File: config.mk
export PLATFORM = sky130hd
export DESIGN_NAME = wildcard_byte_pattern_scanner_flat
export DESIGN_NICKNAME = d
export VERILOG_FILES = /design/src/rtl/wbps_pkg.sv /design/src/rtl/wbps_ifs.sv /design/src/rtl/wbps_cell.sv /design/src/rtl/wbps_out_queue.sv /design/src/rtl/wildcard_byte_pattern_scanner.sv /design/src/flat_wrapper.sv
export SDC_FILE = /design/constraint.sdc
export NUM_CORES = 2
export LEC_CHECK = 0
export BUFFER_PORTS_ARGS = -buffer_cell sky130_fd_sc_hd__buf_2
export CAP_MARGIN = 5
export CORE_UTILIZATION = 55
export CTS_CLUSTER_SIZE = 30
export DETAILED_ROUTE_END_ITERATION = 16
export PLACE_DENSITY = 0.75
export SYNTH_ARGS = -nofsm -noshare
export SYNTH_HDL_FRONTEND = slang
export SYNTH_SLANG_ARGS = --single-unit
File: constraint.sdc
create_clock -name clock -period 9.1 [get_ports clock]
set_clock_uncertainty 0.2 [all_clocks]
set_input_delay 0.455 -clock clock [delete_from_list [all_inputs] [get_ports clock]]
set_output_delay 0.455 -clock clock [all_outputs]
set_load 0.1 [all_outputs]
File: src/rtl/wbps_pkg.sv
package wbps_pkg;

   // Sizing of the pattern window and the offset counter
   localparam int PATTERN_MAX = 16;
   localparam int OFFSET_BITS = 32;
   localparam int REG_BYTES   = 16;
   localparam int EFF_MAX     = (PATTERN_MAX < REG_BYTES) ? PATTERN_MAX : REG_BYTES;
   localparam int WIN_DEPTH   = PATTERN_MAX - 1;
   localparam int LEN_W       = 5;
   localparam int IDX_W       = 4;
   localparam int FILL_W      = $clog2(PATTERN_MAX + 1);
   localparam int ADDR_W      = 64;
   localparam int DATA_W      = 64;
   localparam int TOTAL_W     = 13;
   localparam int CSR_INDEX_W = 3;

   localparam logic [TOTAL_W-1:0] RESULT_LIMIT_RESET = TOTAL_W'(4096);

   // Result queue sizing
   localparam int QUEUE_DEPTH = 4;
   localparam int QPTR_W      = $clog2(QUEUE_DEPTH);
   localparam int QCNT_W      = $clog2(QUEUE_DEPTH + 2);

   typedef enum logic [CSR_INDEX_W-1:0] {
      CSR_PATTERN_LENGTH = 3'd0,
      CSR_PATTERN_LOW    = 3'd1,
      CSR_PATTERN_HIGH   = 3'd2,
      CSR_WILDCARD_MASK  = 3'd3,
      CSR_BASE_ADDRESS   = 3'd4,
      CSR_RESULT_LIMIT   = 3'd5
   } csr_index_type;

   typedef enum logic {
      KIND_MATCH = 1'b0,
      KIND_COUNT = 1'b1
   } result_kind_type;

   // One queued scan outcome: an optional match item and an optional count item
   typedef struct packed {
      logic                has_match;
      logic                has_count;
      logic [ADDR_W-1:0]   addr;
      logic [TOTAL_W-1:0]  total;
   } entry_type;

   function automatic logic [7:0] pattern_byte(input logic [8*REG_BYTES-1:0] bytes,
                                               input logic [IDX_W-1:0] idx);
      return bytes[8*idx +: 8];
   endfunction

endpackage

File: src/rtl/wbps_ifs.sv
interface wbps_req_if;
   import wbps_pkg::*;
   logic       valid;
   logic       ready;
   logic [7:0] data_byte;
   logic       end_of_buffer;

   modport source (output valid, output data_byte, output end_of_buffer, input ready);
   modport sink   (input valid, input data_byte, input end_of_buffer, output ready);
endinterface

interface wbps_rsp_if;
   import wbps_pkg::*;
   logic               valid;
   logic               ready;
   logic               result_kind;
   logic [ADDR_W-1:0]  match_address;
   logic [TOTAL_W-1:0] match_total;
   logic               last_of_run;

   modport source (output valid, output result_kind, output match_address,
                   output match_total, output last_of_run, input ready);
   modport sink   (input valid, input result_kind, input match_address,
                   input match_total, input last_of_run, output ready);
endinterface

interface wbps_csr_if;
   import wbps_pkg::*;
   logic                   valid;
   logic                   ready;
   logic [CSR_INDEX_W-1:0] index;
   logic [DATA_W-1:0]      data;

   modport source (output valid, output index, output data, input ready);
   modport sink   (input valid, input index, input data, output ready);
endinterface

File: src/rtl/wbps_cell.sv
module wbps_cell (
   input  logic       clock,
   input  logic       advance,
   input  logic [7:0] byte_in,
   input  logic [7:0] pat_byte,
   input  logic       care,
   output logic [7:0] byte_out,
   output logic       ok
);
   import wbps_pkg::*;

   logic [7:0] byte_ff;

   // Shift the window by one byte per transaction
   always_ff @(posedge clock) begin
      if (advance) begin
         byte_ff <= byte_in;
      end
   end

   // Compare the held byte against the pattern byte aligned to this age
   assign ok       = !care || (byte_ff == pat_byte);
   assign byte_out = byte_ff;

endmodule

File: src/rtl/wbps_out_queue.sv
module wbps_out_queue (
   input  logic                      clock,
   input  logic                      reset,
   input  logic                      push,
   input  wbps_pkg::entry_type       push_entry,
   output logic [wbps_pkg::QCNT_W-1:0] level,
   wbps_rsp_if.source                rsp_if
);
   import wbps_pkg::*;

   entry_type          mem_ff [QUEUE_DEPTH];
   logic [QPTR_W-1:0]  wr_ptr_ff, wr_ptr_in;
   logic [QPTR_W-1:0]  rd_ptr_ff, rd_ptr_in;
   logic [QCNT_W-1:0]  count_ff, count_in;
   logic               phase_ff, phase_in;
   entry_type          head;
   logic               show_count;
   logic               final_item;
   logic               rsp_fire;
   logic               pop;

   // Present the head entry: match item first, then the count item
   assign head       = mem_ff[rd_ptr_ff];
   assign show_count = phase_ff || !head.has_match;
   assign final_item = show_count || !head.has_count;
   assign rsp_fire   = rsp_if.valid && rsp_if.ready;
   assign pop        = rsp_fire && final_item;

   assign rsp_if.valid         = (count_ff != '0);
   assign rsp_if.result_kind   = show_count ? KIND_COUNT : KIND_MATCH;
   assign rsp_if.match_address = show_count ? '0 : head.addr;
   assign rsp_if.match_total   = head.total;
   assign rsp_if.last_of_run   = final_item;
   assign level                = count_ff;

   // Advance pointers, fill level and item phase
   always_comb begin
      wr_ptr_in = wr_ptr_ff;
      rd_ptr_in = rd_ptr_ff;
      count_in  = count_ff;
      phase_in  = phase_ff;
      if (push) begin
         wr_ptr_in = (wr_ptr_ff == QPTR_W'(QUEUE_DEPTH - 1)) ? '0 : wr_ptr_ff + QPTR_W'(1);
      end
      if (pop) begin
         rd_ptr_in = (rd_ptr_ff == QPTR_W'(QUEUE_DEPTH - 1)) ? '0 : rd_ptr_ff + QPTR_W'(1);
      end
      if (rsp_fire) begin
         phase_in = !final_item;
      end
      case ({push, pop})
         2'b10:   count_in = count_ff + QCNT_W'(1);
         2'b01:   count_in = count_ff - QCNT_W'(1);
         default: count_in = count_ff;
      endcase
   end

   always_ff @(posedge clock) begin
      if (reset) begin
         wr_ptr_ff <= '0;
         rd_ptr_ff <= '0;
         count_ff  <= '0;
         phase_ff  <= 1'b0;
      end else begin
         wr_ptr_ff <= wr_ptr_in;
         rd_ptr_ff <= rd_ptr_in;
         count_ff  <= count_in;
         phase_ff  <= phase_in;
      end
   end

   // Store pushed entries
   always_ff @(posedge clock) begin
      if (push) begin
         mem_ff[wr_ptr_ff] <= push_entry;
      end
   end

   a_level_bound: assert property (@(posedge clock) disable iff (reset)
      count_ff <= QCNT_W'(QUEUE_DEPTH))
      else $error("result queue level above depth");

   a_no_overflow: assert property (@(posedge clock) disable iff (reset)
      push |-> (count_ff < QCNT_W'(QUEUE_DEPTH)))
      else $error("push into a full result queue");

   a_phase_pair: assert property (@(posedge clock) disable iff (reset)
      phase_ff |-> (count_ff != '0) && head.has_match && head.has_count)
      else $error("count phase without a match and count pair at the head");

endmodule

File: src/rtl/wildcard_byte_pattern_scanner.sv
// Wildcard byte pattern scanner.
// req_if carries one buffer byte per transaction with end_of_buffer on the
// final byte. csr_if writes the configuration registers by index (pattern
// length, pattern bytes low and high, wildcard mask, base address, result
// limit); it is always ready and unknown indexes are dropped. rsp_if returns
// a match item with the window start address for every hit until the result
// limit, and one count item after the final byte; last_of_run flags the final
// item caused by a byte.
// Throughput: one byte per cycle while ready is high. The window is a row of
// byte cells, each comparing its held byte against the pattern byte aligned to
// its age, so the whole window is checked in the acceptance cycle.
// A result of a byte passes the compare stage register, then the queue entry
// with the base address added, before it is offered on rsp_if.
// A four-entry result queue decouples the two sides; ready drops only when
// the queue and the stage in front of it hold four entries, so a stalled
// receiver backs up into req_if after at most four pending transactions.
// Reset clears the counters, the queue and the registers (result limit 4096).
module wildcard_byte_pattern_scanner (
   input  logic       clock,
   input  logic       reset,
   wbps_req_if.sink   req_if,
   wbps_rsp_if.source rsp_if,
   wbps_csr_if.sink   csr_if
);
   import wbps_pkg::*;

   logic [LEN_W-1:0]       pattern_length_ff;
   logic [DATA_W-1:0]      pattern_low_ff;
   logic [DATA_W-1:0]      pattern_high_ff;
   logic [REG_BYTES-1:0]   wildcard_ff;
   logic [ADDR_W-1:0]      base_ff;
   logic [TOTAL_W-1:0]     limit_ff;

   logic [FILL_W-1:0]      fill_ff;
   logic [OFFSET_BITS-1:0] bytes_seen_ff;
   logic [TOTAL_W-1:0]     matches_ff;

   logic                   s1_valid_ff;
   logic                   s1_has_match_ff;
   logic                   s1_has_count_ff;
   logic [OFFSET_BITS-1:0] s1_off_ff;
   logic [TOTAL_W-1:0]     s1_total_ff;

   logic                   csr_fire;
   logic                   accept;
   logic [LEN_W-1:0]       len_eff;
   logic [8*REG_BYTES-1:0] pattern_all;
   logic [7:0]             age_pat [PATTERN_MAX];
   logic [PATTERN_MAX-1:0] age_care;
   logic [PATTERN_MAX-1:0] age_ok;
   logic [7:0]             win [WIN_DEPTH];
   logic [FILL_W-1:0]      fill_next;
   logic                   hit;
   logic [TOTAL_W-1:0]     matches_next;
   logic [OFFSET_BITS-1:0] offset;
   logic [QCNT_W-1:0]      level;
   logic                   push;
   entry_type              push_entry;

   // Register writes
   assign csr_fire     = csr_if.valid && csr_if.ready;
   assign csr_if.ready = 1'b1;

   always_ff @(posedge clock) begin
      if (reset) begin
         pattern_length_ff <= '0;
         pattern_low_ff    <= '0;
         pattern_high_ff   <= '0;
         wildcard_ff       <= '0;
         base_ff           <= '0;
         limit_ff          <= RESULT_LIMIT_RESET;
      end else if (csr_fire) begin
         case (csr_index_type'(csr_if.index))
            CSR_PATTERN_LENGTH: pattern_length_ff <= csr_if.data[LEN_W-1:0];
            CSR_PATTERN_LOW:    pattern_low_ff    <= csr_if.data;
            CSR_PATTERN_HIGH:   pattern_high_ff   <= csr_if.data;
            CSR_WILDCARD_MASK:  wildcard_ff       <= csr_if.data[REG_BYTES-1:0];
            CSR_BASE_ADDRESS:   base_ff           <= csr_if.data;
            CSR_RESULT_LIMIT:   limit_ff          <= csr_if.data[TOTAL_W-1:0];
            default: ;
         endcase
      end
   end

   // Saturate the pattern length to what the window and registers hold
   assign len_eff     = (pattern_length_ff > LEN_W'(EFF_MAX)) ? LEN_W'(EFF_MAX)
                                                              : pattern_length_ff;
   assign pattern_all = {pattern_high_ff, pattern_low_ff};

   // Align the pattern to window ages: age a meets pattern position len-1-a
   for (genvar a = 0; a < PATTERN_MAX; a++) begin : g_align
      logic             in_use;
      logic [IDX_W-1:0] idx;
      assign in_use      = (32'(len_eff) > a);
      assign idx         = IDX_W'(len_eff - LEN_W'(1) - LEN_W'(a));
      assign age_care[a] = in_use && !wildcard_ff[idx];
      assign age_pat[a]  = pattern_byte(pattern_all, idx);
   end

   // Current byte compares directly; older bytes live in the cell row
   assign accept    = req_if.valid && req_if.ready;
   assign win[0]    = req_if.data_byte;
   assign age_ok[0] = !age_care[0] || (req_if.data_byte == age_pat[0]);

   for (genvar k = 0; k < WIN_DEPTH; k++) begin : g_cell
      if (k < WIN_DEPTH - 1) begin : g_mid
         wbps_cell u_cell (
            .clock    (clock),
            .advance  (accept),
            .byte_in  (win[k]),
            .pat_byte (age_pat[k+1]),
            .care     (age_care[k+1]),
            .byte_out (win[k+1]),
            .ok       (age_ok[k+1])
         );
      end else begin : g_tail
         wbps_cell u_cell (
            .clock    (clock),
            .advance  (accept),
            .byte_in  (win[k]),
            .pat_byte (age_pat[k+1]),
            .care     (age_care[k+1]),
            .byte_out (),
            .ok       (age_ok[k+1])
         );
      end
   end

   // Decide the hit for the accepted byte
   always_comb begin
      fill_next    = (fill_ff == FILL_W'(PATTERN_MAX)) ? fill_ff : fill_ff + FILL_W'(1);
      hit          = (len_eff != '0) && (32'(fill_next) >= 32'(len_eff)) &&
                     (matches_ff < limit_ff) && (&age_ok);
      matches_next = hit ? matches_ff + TOTAL_W'(1) : matches_ff;
      offset       = bytes_seen_ff - OFFSET_BITS'(len_eff) + OFFSET_BITS'(1);
   end

   // Per-buffer counters; clear them after the final byte
   always_ff @(posedge clock) begin
      if (reset) begin
         fill_ff       <= '0;
         bytes_seen_ff <= '0;
         matches_ff    <= '0;
      end else if (accept) begin
         if (req_if.end_of_buffer) begin
            fill_ff       <= '0;
            bytes_seen_ff <= '0;
            matches_ff    <= '0;
         end else begin
            fill_ff       <= fill_next;
            bytes_seen_ff <= bytes_seen_ff + OFFSET_BITS'(1);
            matches_ff    <= matches_next;
         end
      end
   end

   // Compare stage register; hold only transactions that produce results
   always_ff @(posedge clock) begin
      if (reset) begin
         s1_valid_ff <= 1'b0;
      end else begin
         s1_valid_ff <= accept && (hit || req_if.end_of_buffer);
      end
   end

   always_ff @(posedge clock) begin
      if (accept) begin
         s1_has_match_ff <= hit;
         s1_has_count_ff <= req_if.end_of_buffer;
         s1_off_ff       <= offset;
         s1_total_ff     <= matches_next;
      end
   end

   // Add the base address and push into the result queue
   assign push                 = s1_valid_ff;
   assign push_entry.has_match = s1_has_match_ff;
   assign push_entry.has_count = s1_has_count_ff;
   assign push_entry.addr      = base_ff + ADDR_W'(s1_off_ff);
   assign push_entry.total     = s1_total_ff;

   wbps_out_queue u_queue (
      .clock      (clock),
      .reset      (reset),
      .push       (push),
      .push_entry (push_entry),
      .level      (level),
      .rsp_if     (rsp_if)
   );

   // Accept only while the queue has room for everything in flight
   assign req_if.ready = (level + QCNT_W'(s1_valid_ff)) < QCNT_W'(QUEUE_DEPTH);

   a_buffer_clear: assert property (@(posedge clock) disable iff (reset)
      accept && req_if.end_of_buffer |=>
         (bytes_seen_ff == '0) && (matches_ff == '0) && (fill_ff == '0))
      else $error("per-buffer state not cleared after the final byte");

endmodule
File: src/flat_wrapper.sv
// flat-port wrapper written by rule: the top's interface ports become plain ports
module wildcard_byte_pattern_scanner_flat import wbps_pkg::*;
  (clock, reset, req_if_valid, req_if_data_byte, req_if_end_of_buffer, req_if_ready, rsp_if_valid, rsp_if_result_kind, rsp_if_match_address, rsp_if_match_total, rsp_if_last_of_run, rsp_if_ready, csr_if_valid, csr_if_index, csr_if_data, csr_if_ready);
  wbps_req_if req_if_i ();
  wbps_rsp_if rsp_if_i ();
  wbps_csr_if csr_if_i ();
  input  logic clock;
  input  logic reset;
  input wire logic [$bits(req_if_i.valid)-1:0] req_if_valid;
  input wire logic [$bits(req_if_i.data_byte)-1:0] req_if_data_byte;
  input wire logic [$bits(req_if_i.end_of_buffer)-1:0] req_if_end_of_buffer;
  output wire logic [$bits(req_if_i.ready)-1:0] req_if_ready;
  output wire logic [$bits(rsp_if_i.valid)-1:0] rsp_if_valid;
  output wire logic [$bits(rsp_if_i.result_kind)-1:0] rsp_if_result_kind;
  output wire logic [$bits(rsp_if_i.match_address)-1:0] rsp_if_match_address;
  output wire logic [$bits(rsp_if_i.match_total)-1:0] rsp_if_match_total;
  output wire logic [$bits(rsp_if_i.last_of_run)-1:0] rsp_if_last_of_run;
  input wire logic [$bits(rsp_if_i.ready)-1:0] rsp_if_ready;
  input wire logic [$bits(csr_if_i.valid)-1:0] csr_if_valid;
  input wire logic [$bits(csr_if_i.index)-1:0] csr_if_index;
  input wire logic [$bits(csr_if_i.data)-1:0] csr_if_data;
  output wire logic [$bits(csr_if_i.ready)-1:0] csr_if_ready;
  assign req_if_i.valid = req_if_valid;
  assign req_if_i.data_byte = req_if_data_byte;
  assign req_if_i.end_of_buffer = req_if_end_of_buffer;
  assign req_if_ready = req_if_i.ready;
  assign rsp_if_valid = rsp_if_i.valid;
  assign rsp_if_result_kind = rsp_if_i.result_kind;
  assign rsp_if_match_address = rsp_if_i.match_address;
  assign rsp_if_match_total = rsp_if_i.match_total;
  assign rsp_if_last_of_run = rsp_if_i.last_of_run;
  assign rsp_if_i.ready = rsp_if_ready;
  assign csr_if_i.valid = csr_if_valid;
  assign csr_if_i.index = csr_if_index;
  assign csr_if_i.data = csr_if_data;
  assign csr_if_ready = csr_if_i.ready;
  wildcard_byte_pattern_scanner u_core (.clock(clock), .reset(reset), .req_if(req_if_i), .rsp_if(rsp_if_i), .csr_if(csr_if_i));
endmodule
==> results.tsv <==
metric	value	unit
status	complete, no violations	
grt_pass1_vias	31400	
ys_async_sr_fraction	0	
syn-cell-area	43000	um^2
pre_cts_ws	2.16	ns
synth.avg_cell_area	10.9	um^2
finalMaxSlewViolations	0	
cp_max_fo	35	
nets	4290	
p_total	8.46	mW
grt_antenna_before_repair	4	
yosys.cell_types.count	94	
rows	102	
synth_edf_count	483	
port-buffer-count	161	
swShare	0.295	
grt_pass1_wl	203000	um
peakVddDrop	0.132	mV
critPathLaunchType	register	
hold-worst-slack	0.114	ns
first_iter_violations	4458	
grt_setup_unrepaired	false	
core	77500	um^2
area_growth	11.1	%
place.gp.congestion	1.11	
grt_usage	0.348	
final.setup.worst_slack	1.90	ns
crit_family	simple AND/OR/NAND/NOR gates	
p_switching	2.49	mW
cts_resized	0	
cts_sinks	770	
maxCapViolCount	0	
start_util	0.555	
cts_tree	done	
via_count	33600	
dp.cells	4957	
internal_power	5.96	mW
finalWirelength	140000	um
hold_violations	0	
antenna_left	0	
clk_latency	0.66	ns
slew_headroom	0.166	
multi_input_area	21400	um^2
fillers	6130	
power_frac_clock	0.370	
vias_per_cell	6.48	
seq_area_frac_synth	0.471	
worst_pin_slew	1.25	ns
hp-class	in2reg	
layout_min_cycle_time	7.20	ns
p_leak	17.4	nW
setup_viol	0	
cts_root_buf	clkbuf_16	
synth-seq-cells	770	
clk_path_buf_depth	3	
critPathArrivalTime	7.40	ns
pwr-share-seq	0.470	
die_x	282	um
layout-drive-gt1-share	0.137	
crit_chain	buf_4, nand2b_2, buf_4, buf_4, ha_1, nand2_2, and4_1, o21ai_2, and2_1, mux4_2, xor2_1, nor2_1, o41a_1, nor4_1, nand4_1, buf_4, inv_2, and3_1, xor2_1	
dp_hpwl	101000	um
path_class	reg2reg	
drc	0	
critPathBufInv	5	
ff_latch_area	20300	um^2
critPathSlowestCell	and2_1	
ys_warn_count	0	
syn_nets	4153	
clkTransAtPathRegs	0.06	ns
ios	163	
fmax	139	MHz
ys.flop_type	edfxtp_1	
finalSetupTns	0	ns
fin_crit_sh	0.791	
wl_per_cell	27.0	um
reg2reg_slack	1.90	ns
final_cells	5181	
dieArea	79400	um^2
required	9.30	ns
grt_max_degree	156	
end_kind	register	
overflow	0	
cts_max_level	3	
postSynthCellCount	3936	
chipHeight	282	um
crit_path_max_incr_delay	0.73	ns
crit_path_frequent_cell	buf_4	
numCtsBuffers	78	
drtPass1Iterations	8	
power_density	177	nW/um^2
p_comb_frac	0.160	
## cell usage after synthesis, types with 43 or more instances
library cell	number	share of area
xnor2_1	184	0.037
dfxtp_1	287	0.13
ha_1	133	0.039
inv_1	101	0.0088
nor2b_1	99	0.014
a211oi_1	57	0.0099
clkbuf_1	150	0.013
mux4_2	161	0.084
xor2_1	87	0.018
o21ai_0	77	0.0090
nand2_1	589	0.051
nand3_1	87	0.010
edfxtp_1	483	0.34
a21oi_1	325	0.038
mux2i_1	291	0.068
a21o_1	43	0.0075
nor2_1	136	0.012
nor3_1	50	0.0058
## path summary, 6_finish.rpt
check                                               end                        start  depth (start not counted)
worst min-delay path            u_core.bytes_seen_ff[3]                 req_if_valid                          5
worst max register to register    u_core.s1_total_ff[5]  u_core.pattern_length_ff[4]                         19
worst max-delay path              u_core.s1_total_ff[5]  u_core.pattern_length_ff[4]                         19
worst min register to register       u_core.base_ff[35]           u_core.base_ff[35]                          2
## cells by family (layout without fill, tap and decap cells)
family          after synthesis  in the layout  share of synthesized area
xor+xnor                    272            272                     0.0558
fa+ha+maj                   136            136                     0.0401
buf+inv                     341            542                     0.0336
compound gates              752            752                      0.111
other cells                   1              5                  0.0000871
mux                         472            472                      0.157
flops                       770            770                      0.471
simple gates               1192           1192                      0.131
## cells in the final DEF (no fill, tap or decap), drive strengths merged, types with 39 or more instances in the layout
cell type,netlist,final
nand2,593,593
edfxtp,483,483
a21oi,326,326
mux2i,292,292
dfxtp,287,287
buf,80,211
xnor2,185,185
mux4,161,161
nor2,139,139
ha,133,133
inv,108,114
clkbuf,150,104
nor2b,99,99
nand3,87,87
xor2,87,87
o21ai,82,82
dlygate4sd3,0,74
a211oi,57,57
nor3,53,53
a21o,43,43
and3,39,39
nand4,39,39
## state kept, by name, summed over array words and instances (netlist names), 2 cells and up, named ones only
signal,count
u_core.u_queue.mem_ff,316
u_core.g_cell.g_mid.u_cell.byte_out,112
u_core.base_ff,64
u_core.pattern_high_ff,64
u_core.pattern_low_ff,64
u_core.bytes_seen_ff,32
u_core.s1_off_ff,32
u_core.wildcard_ff,16
u_core.limit_ff,13
u_core.matches_ff,13
u_core.s1_total_ff,13
u_core.g_cell.g_tail.u_cell.byte_out,8
u_core.fill_ff,5
u_core.pattern_length_ff,5
u_core.u_queue.level,3
u_core.u_queue.rd_ptr_ff,2
u_core.u_queue.wr_ptr_ff,2
## power by group through the flow
stage	Sequential (mW)	Clock (mW)	Combinational, mW
after global placement	4.03	0	1.29
after detailed placement	4.04	0	1.30
after CTS	3.96	3.16	1.33
after floorplan	3.98	0	1.01
final	3.97	3.13	1.36
after global routing	3.98	3.29	1.42
## layout make-up
class,instances,share of cell area
timing repair buffer,287,0.0407
clock buffer,102,0.0448
antenna,4,0.000209
inverter,111,0.00890
clock inverter,42,0.00730
sequential,770,0.424
tap,1040,0.0272
multi-input combinational,2825,0.447
## routing by layer
metal  part of all wire  global-route usage  wire length [um]
met5            0.00021                   0                29
met4              0.058               0.175              8140
met3               0.11              0.0966             16100
met2               0.44               0.526             61000
met1               0.39               0.461             54500
## worst min-delay path, stage by stage
cell	delay, ns
buf_2	0.12
nand2_1	0.10
nor3_1	0.06
xnor2_1	0.14
nor2_1	0.04
## what timing repair did
action                                 CTS  global route
hold buffers                            74             0
setup buffers                            0             0
endpoints found under the hold margin  227             0
## per-stage QoR
step	utilization	cell area, um^2
floorplan	-	43000
global placement	0.575	44600
detailed placement	0.575	44600
CTS	0.617	47800
global route	0.617	47800
finish	0.617	47800
(Power assumes the default switching activity.)
